## src/design/bmg_pkg.sv

```systemverilog
// ----------------------------------------------------------------------------
// bmg_pkg
// types, constants and register codes shared by the butterworth mask generator
// ----------------------------------------------------------------------------
package bmg_pkg;

  localparam int MAX_DIM_DEF   = 1024;
  localparam int GAIN_BITS_DEF = 16;

  localparam int IDX_W      = 10;
  localparam int CNT_W      = 11;
  localparam int ORDER_W    = 5;
  localparam int CUT_W      = 16;
  localparam int OUT_GAIN_W = 16;
  localparam int FC2_W      = 2 * CUT_W;
  localparam int ORDER_MAX  = (1 << ORDER_W) - 1;
  localparam int CFG_IDX_W  = 3;
  localparam int CFG_DATA_W = 16;

  localparam logic [CNT_W-1:0]   RESET_ROW_COUNT = CNT_W'(256);
  localparam logic [CNT_W-1:0]   RESET_COL_COUNT = CNT_W'(256);
  localparam logic               RESET_KIND      = 1'b0;
  localparam logic [ORDER_W-1:0] RESET_ORDER     = ORDER_W'(2);
  localparam logic [CUT_W-1:0]   RESET_CUTOFF    = CUT_W'(7680);

  typedef enum logic [CFG_IDX_W-1:0] {
    CFG_ROW_COUNT = 3'd0,
    CFG_COL_COUNT = 3'd1,
    CFG_KIND      = 3'd2,
    CFG_ORDER     = 3'd3,
    CFG_CUTOFF    = 3'd4
  } cfg_reg_e;

  typedef struct packed {
    logic [CNT_W-1:0]   row_count;
    logic [CNT_W-1:0]   col_count;
    logic               filter_kind;
    logic [ORDER_W-1:0] filter_order;
    logic [CUT_W-1:0]   cutoff_q8;
  } cfg_t;

  typedef struct packed {
    logic [IDX_W-1:0] first_index;
    logic [IDX_W-1:0] second_index;
  } item_t;

  typedef struct packed {
    logic [OUT_GAIN_W-1:0] gain;
    logic [IDX_W-1:0]      dest_row;
    logic [IDX_W-1:0]      dest_col;
    logic                  index_error;
  } result_t;

  // per-bin flags and coordinates carried alongside the arithmetic
  typedef struct packed {
    logic             err;
    logic             zero;
    logic [IDX_W-1:0] dest_row;
    logic [IDX_W-1:0] dest_col;
  } side_t;

  localparam int SIDE_W = $bits(side_t);

endpackage

```

## src/design/bmg_dist.sv

```systemverilog
// ----------------------------------------------------------------------------
// bmg_dist
// range check and squared distance from the mask centre, three stages
// ----------------------------------------------------------------------------
module bmg_dist #(
  parameter int MAX_DIM = bmg_pkg::MAX_DIM_DEF,
  parameter int AW      = 11
) (
  input  logic               clk_i,
  input  logic               rst_ni,
  input  logic               valid_i,
  input  bmg_pkg::item_t     item_i,
  input  bmg_pkg::cfg_t      cfg_i,
  output logic               valid_o,
  output logic [2*AW:0]      d2_o,
  output bmg_pkg::side_t     side_o
);
  import bmg_pkg::*;

  localparam logic [AW-1:0] MAX_V = AW'(MAX_DIM);

  logic [AW-1:0] rc, cc, fi, si, hr, hc, adx, ady;
  logic          err;

  logic [2:0]        v_q;
  logic [AW-1:0]     adx_q, ady_q;
  logic [2*AW-1:0]   sqx_q, sqy_q;
  logic [2*AW:0]     d2_q;
  side_t             sa_q, sb_q, sc_q;

  always_comb begin
    rc  = (AW'(cfg_i.row_count) > MAX_V) ? MAX_V : AW'(cfg_i.row_count);
    cc  = (AW'(cfg_i.col_count) > MAX_V) ? MAX_V : AW'(cfg_i.col_count);
    fi  = AW'(item_i.first_index);
    si  = AW'(item_i.second_index);
    hr  = rc >> 1;
    hc  = cc >> 1;
    err = (fi >= rc) || (si >= cc);
    adx = (fi >= hr) ? (fi - hr) : (hr - fi);
    ady = (si >= hc) ? (si - hc) : (hc - si);
  end

  always_ff @(posedge clk_i or negedge rst_ni) begin
    if (!rst_ni) begin
      v_q <= '0;
    end else begin
      v_q <= {v_q[1:0], valid_i};
    end
  end

  always_ff @(posedge clk_i) begin
    adx_q          <= adx;
    ady_q          <= ady;
    sa_q.err       <= err;
    sa_q.zero      <= 1'b0;
    sa_q.dest_row  <= item_i.second_index;
    sa_q.dest_col  <= item_i.first_index;
    sqx_q          <= adx_q * adx_q;
    sqy_q          <= ady_q * ady_q;
    sb_q           <= sa_q;
    d2_q           <= (2*AW+1)'(sqx_q) + (2*AW+1)'(sqy_q);
    sc_q.err       <= sb_q.err;
    sc_q.dest_row  <= sb_q.dest_row;
    sc_q.dest_col  <= sb_q.dest_col;
    // high-pass centre bin
    sc_q.zero      <= cfg_i.filter_kind && (sqx_q == '0) && (sqy_q == '0);
  end

  assign valid_o = v_q[2];
  assign d2_o    = d2_q;
  assign side_o  = sc_q;

endmodule

```

## config.mk

```make
export PLATFORM = sky130hd
export DESIGN_NAME = bmg_dist
export DESIGN_NICKNAME = d
export VERILOG_FILES = /design/src/design/bmg_pkg.sv /design/src/design/bmg_dist.sv
export SDC_FILE = /design/constraint.sdc
export NUM_CORES = 1
export LEC_CHECK = 0
export ABC_AREA = 1
export BUFFER_PORTS_ARGS = -buffer_cell sky130_fd_sc_hd__buf_2
export CAP_MARGIN = 15
export CELL_PAD_IN_SITES_DETAIL_PLACEMENT = 1
export CELL_PAD_IN_SITES_GLOBAL_PLACEMENT = 1
export CORE_UTILIZATION = 46
export DETAILED_ROUTE_END_ITERATION = 10
export GPL_ROUTABILITY_DRIVEN = 1
export PLACE_DENSITY = 0.89
export SYNTH_ARGS = -nofsm -noshare
export SYNTH_HDL_FRONTEND = slang
export SYNTH_SLANG_ARGS = --single-unit
```

## constraint.sdc

```tcl
create_clock -name clk_i -period 6.5 [get_ports clk_i]
set_input_delay 1.3 -clock clk_i [delete_from_list [all_inputs] [get_ports clk_i]]
set_output_delay 1.3 -clock clk_i [all_outputs]
set_load 0.005 [all_outputs]
```

==> metrics.txt, run 1 <==
# TYPE chip_impl_metric gauge
chip_impl_metric{name="drc_errors",unit=""} 0
chip_impl_metric{name="synthesis.instances",unit=""} 1992
chip_impl_metric{name="grt_pass1_vias",unit=""} 14197
chip_impl_metric{name="timing.final.hold_violations",unit=""} 0
chip_impl_metric{name="ioPinCount",unit=""} 113
chip_impl_info{name="path_cells",value="nand2_1 -> fa_1 -> inv_1 -> fa_1 -> fa_1 -> fa_1 -> inv_1 -> fa_1 -> inv_1 -> ha_1 -> nand2_1 -> inv_1 -> a21oi_1 -> nand3_1 -> nand2_1 -> nand2_1 -> nand2_1 -> nand2_1"} 1
chip_impl_metric{name="critical_path_required",unit="ns"} 6.85
chip_impl_metric{name="pin_count_of_the_biggest_net_entering_global_routing",unit=""} 18
chip_impl_metric{name="final_max_slew_viol_count",unit=""} 0
chip_impl_metric{name="post_synthesis_instance_area",unit="um2"} 14600
chip_impl_info{name="yosysTopAreaCell",value="sky130_fd_sc_hd__dfxtp_1"} 1
chip_impl_info{name="critical_path.startpoint",value="ady_q[8]$_DFF_P_"} 1
chip_impl_metric{name="place_hpwl",unit="mm"} 32.2
chip_impl_metric{name="worstMarginPinSlew",unit="ns"} 0.663
chip_impl_info{name="synth_most_common_cell",value="sky130_fd_sc_hd__nand2_1"} 1
chip_impl_metric{name="cts.sink_count",unit=""} 154
chip_impl_info{name="critical_path.most_common_cell",value="sky130_fd_sc_hd__nand2_1"} 1
chip_impl_metric{name="slew_headroom",unit=""} 0.557
chip_impl_metric{name="upper_clock_frequency_limit",unit="GHz"} 0.195
chip_impl_metric{name="postLayoutCoreUtil",unit=""} 0.517
chip_impl_metric{name="worstPathBufferInverterCount",unit=""} 4
chip_impl_metric{name="final_period_utilization",unit=""} 0.787
chip_impl_info{name="regToRegStartpoint",value="ady_q[8]$_DFF_P_"} 1
chip_impl_metric{name="timing.critical_path.arrival",unit="ns"} 5.47
chip_impl_info{name="worst_setup_path_end_kind",value="flop"} 1
chip_impl_info{name="synth.cells.most_frequent",value="sky130_fd_sc_hd__nand2_1 (584), sky130_fd_sc_hd__inv_1 (436), sky130_fd_sc_hd__ha_1 (185), sky130_fd_sc_hd__dfxtp_1 (151), sky130_fd_sc_hd__fa_1 (131)"} 1
chip_impl_metric{name="synth-seq-cells",unit=""} 154
chip_impl_info{name="cts-root-buf",value="sky130_fd_sc_hd__clkbuf_16"} 1
chip_impl_metric{name="drtPass1Iterations",unit=""} 4
chip_impl_info{name="rsz0062_at_grt",value="false"} 1
chip_impl_info{name="yosys-top-cells-area",value="sky130_fd_sc_hd__dfxtp_1 (21%), sky130_fd_sc_hd__fa_1 (18%), sky130_fd_sc_hd__ha_1 (16%)"} 1
chip_impl_info{name="run_status",value="complete, no violations"} 1
chip_impl_metric{name="die_area",unit="um2"} 32400
chip_impl_metric{name="die_h",unit="um"} 180
chip_impl_metric{name="core.rowCount",unit=""} 64
chip_impl_info{name="path_class",value="flop to flop"} 1
chip_impl_metric{name="r2r_slack",unit="ns"} 1.38
chip_impl_metric{name="clk_pin_slew",unit="ns"} 0.07
chip_impl_info{name="worstReg2RegEnd",value="sqy_q[21]$_DFF_P_"} 1
chip_impl_metric{name="synthesis.nets",unit=""} 2375
chip_impl_metric{name="ctsResizeCount",unit=""} 0
chip_impl_metric{name="rr_worst_depth",unit=""} 18
chip_impl_metric{name="antenna_diode_count",unit=""} 0
chip_impl_metric{name="nets",unit=""} 2453
chip_impl_metric{name="grt-ovfl-total",unit=""} 0
chip_impl_metric{name="grt_antenna_before_repair",unit=""} 0
chip_impl_metric{name="fin_skew",unit="ns"} 0.00785
chip_impl_metric{name="final_period_minus_worst_setup_slack",unit="ns"} 5.12
chip_impl_metric{name="drt-initial-drc-count",unit=""} 406
chip_impl_metric{name="grt_first_pass_wirelength",unit="mm"} 66.9
chip_impl_metric{name="critical_path.max_stage_delay",unit="ns"} 0.73
chip_impl_metric{name="timing.hold.worst_path_depth",unit=""} 0
chip_impl_metric{name="wire_per_inst",unit="um"} 15.8
chip_impl_info{name="hp-class",value="flop to flop"} 1
chip_impl_metric{name="cap_viol_max_count",unit=""} 0
chip_impl_info{name="postSynth.topFlopCell",value="sky130_fd_sc_hd__dfxtp_1"} 1
chip_impl_metric{name="preCtsSetupSlack",unit="ns"} 1.36
chip_impl_info{name="tritoncts",value="done"} 1
chip_impl_metric{name="layout-drive-gt1-share",unit=""} 0.0754
chip_impl_metric{name="critPathMaxFanout",unit=""} 14
chip_impl_metric{name="port-buffer-count",unit=""} 91
chip_impl_metric{name="floorplan.core_area",unit="um2"} 30900
chip_impl_metric{name="synth_top_cell_area_share",unit=""} 0.207
chip_impl_metric{name="count_of_flip_flops_with_a_built_in_enable_after_synthesis",unit=""} 0
chip_impl_metric{name="flow.area_growth_from_synthesis",unit="%"} 9.51
chip_impl_metric{name="filler_cells_inserted",unit=""} 4007
chip_impl_metric{name="route.final.wire_length",unit="mm"} 39.1
chip_impl_info{name="timing.critical_path.from_type",value="flop"} 1
chip_impl_metric{name="detailroute.via_count",unit=""} 12686
chip_impl_metric{name="die-width",unit="um"} 180
chip_impl_metric{name="fin_ws",unit="ns"} 1.38
chip_impl_metric{name="asyncSetResetFlopFracSynth",unit=""} 0.0195
chip_impl_metric{name="synth-seq-area-share",unit=""} 0.212
chip_impl_metric{name="clock_insertion_delay_worst_skew",unit="ns"} 0.46
chip_impl_info{name="cpLargestDelayFamily",value="adder cells"} 1
chip_impl_info{name="min_from",value="sa_q[7]$_DFF_P_"} 1
chip_impl_metric{name="setup-violations-final",unit=""} 0
chip_impl_metric{name="floorplan.initialDensity",unit=""} 0.472
chip_impl_metric{name="postCtsSetupRepairBufs",unit=""} 0
chip_impl_metric{name="gp_congestion",unit=""} 0.894
chip_impl_info{name="cp_slowest_cell",value="sky130_fd_sc_hd__dfxtp_1"} 1
chip_impl_metric{name="cts-buffers-inserted",unit=""} 17
chip_impl_metric{name="drtAntennaViolNets",unit=""} 0
chip_impl_metric{name="total_neg_setup_slack",unit="ns"} 0
chip_impl_metric{name="avgSynthCellArea",unit="um2"} 7.32
chip_impl_metric{name="vias_per_cell",unit=""} 5.12
chip_impl_metric{name="yosysWarningCount",unit=""} 0
chip_impl_info{name="min_delay_worst_endpoint",value="sb_q[7]$_DFF_P_"} 1
chip_impl_metric{name="track_usage",unit=""} 0.254
chip_impl_metric{name="cts_hold_buf",unit=""} 0
chip_impl_metric{name="synth.lib_cells_used.distinct",unit=""} 38
chip_impl_metric{name="cts_htree_levels",unit=""} 4
chip_impl_metric{name="clk_path_buf_depth",unit=""} 2
## how the worst max path moves through the flow
stage | endpoint | slack, ns | cells after the start
detailed placement | sqy_q[21]$_DFF_P_ | 1.36 | 18
finish | sqy_q[21]$_DFF_P_ | 1.38 | 18
global route | sqy_q[17]$_DFF_P_ | 1.05 | 17
global placement | sqy_q[17]$_DFF_P_ | 1.57 | 18
CTS | sqy_q[21]$_DFF_P_ | 1.36 | 18
floorplan | sqy_q[21]$_DFF_P_ | 1.87 | 19
## worst reg2reg max path: cells and delay by family (launching register included)
kind	cells	cell delay, ns
AOI/OAI and AO/OA	1	0.15
and+or+nand+nor	7	0.76
DFF	1	0.73
buffers and inverters	4	0.26
adders and majority gates	6	3.11
## cell usage in the layout (no fill, tap or decap), types with 24 or more instances in the layout
master	synthesis	final
sky130_fd_sc_hd__xor2_1	41	41
sky130_fd_sc_hd__nand3_1	88	88
sky130_fd_sc_hd__o21ai_0	24	24
sky130_fd_sc_hd__ha_1	185	185
sky130_fd_sc_hd__nand2_1	584	584
sky130_fd_sc_hd__inv_1	436	436
sky130_fd_sc_hd__buf_2	2	91
sky130_fd_sc_hd__nor2_1	118	118
sky130_fd_sc_hd__fa_1	131	131
sky130_fd_sc_hd__dfxtp_1	151	151
sky130_fd_sc_hd__a21oi_1	78	78
## registers in the layout (all words and copies together) (netlist names)
register and flops:
adx_q 11, ady_q 11, d2_o 23, sa_q 21
sb_q 21, side_o 22, sqx_q 21, sqy_q 21
v_q 3
## metrics by stage
stage                     hold slack [ns]  instances  cell area [um2]
after floorplan                     0.310       1992            14600
after global placement              0.310       2447            15400
after detailed placement            0.314       2447            15400
after CTS                           0.331       2479            16000
after global routing                0.338       2479            16000
final                               0.328       2479            16000
## logic make-up (layout without fill, tap and decap cells)
family / Yosys count / count (layout) / share of synthesized area
flops: 154 / 154 / 0.212
buf+inv: 474 / 565 / 0.125
fa+ha+maj: 316 / 316 / 0.338
simple gates: 864 / 864 / 0.243
mux: 1 / 1 / 0.000686
compound gates: 129 / 129 / 0.0485
xor+xnor: 54 / 54 / 0.0324
## layout make-up
type / instances / area [um2] / share of cell area
clock buffers: 17 / 425 / 0.0266
well taps: 396 / 495 / 0.0310
flip-flops and latches: 154 / 3100 / 0.194
clock inverters: 15 / 173 / 0.0108
multi-input cells: 1364 / 9670 / 0.605
inverters: 442 / 1660 / 0.104
repair buffers: 91 / 455 / 0.0285
## per-layer routing
metal / global-route usage / up-vias / wire, um
met4: 0.0954 / 0 / 1050
met2: 0.495 / 249 / 20800
met5: 0 / - / 0
met1: 0.270 / 6169 / 15800
li1: - / 6182 / -
met3: 0.0457 / 86 / 1450
Power of run 1 is not shown: default switching activity piles up to over one toggle a cycle in this logic, so the estimate is an artifact.
==> run 2: changes to the inputs <==
- clock period: 6.5 -> 5 ns (I/O delays scaled with it)
==> run 2 against run 1 <==
Against the previous run:
- maximum frequency rose by 8.3%
- clock skew rose by 0.0026 ns
- first-iteration DRC count fell by 3.2%
- utilization rose by 0.51 points
- critical path depth rose by 1
- highest routed layer unchanged
==> metrics.txt, run 2 (same netlist as run 1, synthesis figures left out) <==
# TYPE chip_impl_metric gauge
chip_impl_info{name="run_status",value="complete, no violations"} 1
chip_impl_metric{name="place_inst",unit=""} 2466
chip_impl_info{name="worst_setup_path_end_kind",value="flop"} 1
chip_impl_info{name="critical_path.most_common_cell",value="sky130_fd_sc_hd__inv_1"} 1
chip_impl_metric{name="ioPinCount",unit=""} 113
chip_impl_metric{name="cts-buffers-inserted",unit=""} 17
chip_impl_metric{name="finish.cell_count_without_fillers",unit=""} 2498
chip_impl_metric{name="clock_insertion_delay_worst_skew",unit="ns"} 0.46
chip_impl_info{name="cts-root-buf",value="sky130_fd_sc_hd__clkbuf_16"} 1
chip_impl_metric{name="die_area",unit="um2"} 32400
chip_impl_metric{name="worstPathBufferInverterCount",unit=""} 6
chip_impl_metric{name="floorplan.initialDensity",unit=""} 0.472
chip_impl_metric{name="grt_pass1_vias",unit=""} 14474
chip_impl_metric{name="fin_skew",unit="ns"} 0.0105
chip_impl_metric{name="wire_per_inst",unit="um"} 16.0
chip_impl_info{name="rsz0062_at_grt",value="false"} 1
chip_impl_metric{name="final_max_slew_viol_count",unit=""} 0
chip_impl_metric{name="drtPass1Iterations",unit=""} 4
chip_impl_metric{name="final_period_minus_worst_setup_slack",unit="ns"} 4.73
chip_impl_metric{name="largest_reg_flops",unit=""} 23
chip_impl_metric{name="die-width",unit="um"} 180
chip_impl_metric{name="antenna_diode_count",unit=""} 0
chip_impl_metric{name="cts.sink_count",unit=""} 154
chip_impl_info{name="layout_common_cells",value="sky130_fd_sc_hd__nand2_1 (584), sky130_fd_sc_hd__inv_1 (436), sky130_fd_sc_hd__ha_1 (185)"} 1
chip_impl_metric{name="upper_clock_frequency_limit",unit="GHz"} 0.212
chip_impl_metric{name="critPathMaxFanout",unit=""} 8
chip_impl_metric{name="clk_pin_slew",unit="ns"} 0.07
chip_impl_metric{name="detailroute.via_count",unit=""} 12834
chip_impl_info{name="timing.critical_path.from_type",value="flop"} 1
chip_impl_metric{name="drtAntennaViolNets",unit=""} 0
chip_impl_metric{name="critical_path.max_stage_delay",unit="ns"} 0.56
chip_impl_metric{name="grt_antenna_before_repair",unit=""} 0
chip_impl_metric{name="layout-drive-gt1-share",unit=""} 0.0866
chip_impl_metric{name="die_h",unit="um"} 180
chip_impl_metric{name="gp_congestion",unit=""} 0.918
chip_impl_metric{name="grt-ovfl-total",unit=""} 0
chip_impl_metric{name="cap_viol_max_count",unit=""} 0
chip_impl_metric{name="core.rowCount",unit=""} 64
chip_impl_metric{name="flow.area_growth_from_synthesis",unit="%"} 10.6
chip_impl_metric{name="setup-violations-final",unit=""} 0
chip_impl_info{name="most_common_cell_after_layout_fill_and_taps_aside",value="sky130_fd_sc_hd__nand2_1"} 1
chip_impl_metric{name="total_neg_setup_slack",unit="ns"} 0
chip_impl_metric{name="place_hpwl",unit="mm"} 33.5
chip_impl_info{name="path_cells",value="nand2_1 -> fa_1 -> inv_1 -> fa_1 -> inv_1 -> fa_1 -> inv_1 -> fa_1 -> inv_1 -> fa_1 -> inv_1 -> ha_1 -> nand2_1 -> nor2_1 -> inv_1 -> nor2_1 -> nand3_1 -> nand4_1 -> nand2_1"} 1
chip_impl_metric{name="postCtsSetupRepairBufs",unit=""} 0
chip_impl_metric{name="slew_headroom",unit=""} 0.539
chip_impl_metric{name="timing.critical_path.arrival",unit="ns"} 5.08
chip_impl_metric{name="postLayoutCoreUtil",unit=""} 0.522
chip_impl_metric{name="drt-initial-drc-count",unit=""} 393
chip_impl_metric{name="timing.final.hold_violations",unit=""} 0
chip_impl_metric{name="nets",unit=""} 2472
chip_impl_metric{name="route.final.wire_length",unit="mm"} 40.0
chip_impl_metric{name="grt_first_pass_wirelength",unit="mm"} 67.6
chip_impl_info{name="hp-class",value="input pin to async pin"} 1
chip_impl_metric{name="vias_per_cell",unit=""} 5.14
chip_impl_metric{name="critical_path_required",unit="ns"} 5.35
chip_impl_info{name="path_class",value="flop to flop"} 1
chip_impl_metric{name="worstMarginPinSlew",unit="ns"} 0.685
chip_impl_metric{name="hold_ws",unit="ns"} 0.319
chip_impl_metric{name="track_usage",unit=""} 0.258
chip_impl_metric{name="final_period_utilization",unit=""} 0.945
chip_impl_info{name="tritoncts",value="done"} 1
chip_impl_metric{name="drc_errors",unit=""} 0
chip_impl_metric{name="clk_path_buf_depth",unit=""} 2
chip_impl_metric{name="pin_count_of_the_biggest_net_entering_global_routing",unit=""} 17
chip_impl_metric{name="cts_htree_levels",unit=""} 4
chip_impl_info{name="cpLargestDelayFamily",value="adder cells"} 1
chip_impl_metric{name="port-buffer-count",unit=""} 91
chip_impl_info{name="cp_slowest_cell",value="sky130_fd_sc_hd__fa_1"} 1
chip_impl_metric{name="floorplan.core_area",unit="um2"} 30900
[run 2: cell types whose count changed in the layout (fill, tap and decap cells not counted), sizes merged]
cell,delta
clkinv,+2
clkinvlp,+2
clkbuf,+1
buf,+19
inv,-5
[run 2: timing repair]
item / in CTS / in global routing
resized for setup: 0 / 7
setup endpoints to repair: 0 / 19
endpoints found under the hold margin: 0 / 0
hold buffers: 0 / 0
[run 2: final cells by class]
type | instances | area, um2
clock inverters | 14 | 154
repair buffers | 110 | 598
multi-input cells | 1364 | 9670
fillers | 3970 | 14800
inverters | 442 | 1660
well taps | 396 | 495
clock buffers | 18 | 450
flip-flops and latches | 154 | 3110
[run 2: metrics by stage]
| step | area (um2) | setup slack [ns] |
|---|---|---|
| after detailed placement | 15500 | 0.0840 |
| after global routing | 16100 | 0.0141 |
| after CTS | 16100 | 0.0670 |
| final | 16100 | 0.274 |
| after global placement | 15500 | 0.213 |
| after floorplan | 14600 | 0.367 |
[run 2: worst paths after layout]
| check | startpoint | to | slack [ns] | depth (start not counted) |
|---|---|---|---|---|
| worst min-delay path | rst_ni | v_q[0]$_DFF_PN0_ | 0.32 | 1 |
| max in group asynchronous | rst_ni | v_q[2]$_DFF_PN0_ | 4.58 | 1 |
| worst max-delay path | adx_q[5]$_DFF_P_ | sqx_q[20]$_DFF_P_ | 0.27 | 19 |
| worst max register to register | adx_q[5]$_DFF_P_ | sqx_q[20]$_DFF_P_ | 0.27 | 19 |
| min in group clk_i | sb_q[12]$_DFF_P_ | side_o[12]$_DFF_P_ | 0.33 | 0 |
| worst min register to register | sb_q[12]$_DFF_P_ | side_o[12]$_DFF_P_ | 0.33 | 0 |
[run 2: layer usage]
| layer | global-route usage | share of wire | vias to the layer above |
|---|---|---|---|
| met5 | 0 | 0 | - |
| met4 | 0.0978 | 0.028 | 0 |
| met3 | 0.0459 | 0.039 | 86 |
| met2 | 0.507 | 0.54 | 266 |
| met1 | 0.269 | 0.39 | 6265 |
| li1 | - | - | 6217 |
Power of run 2 is left out for the same reason.
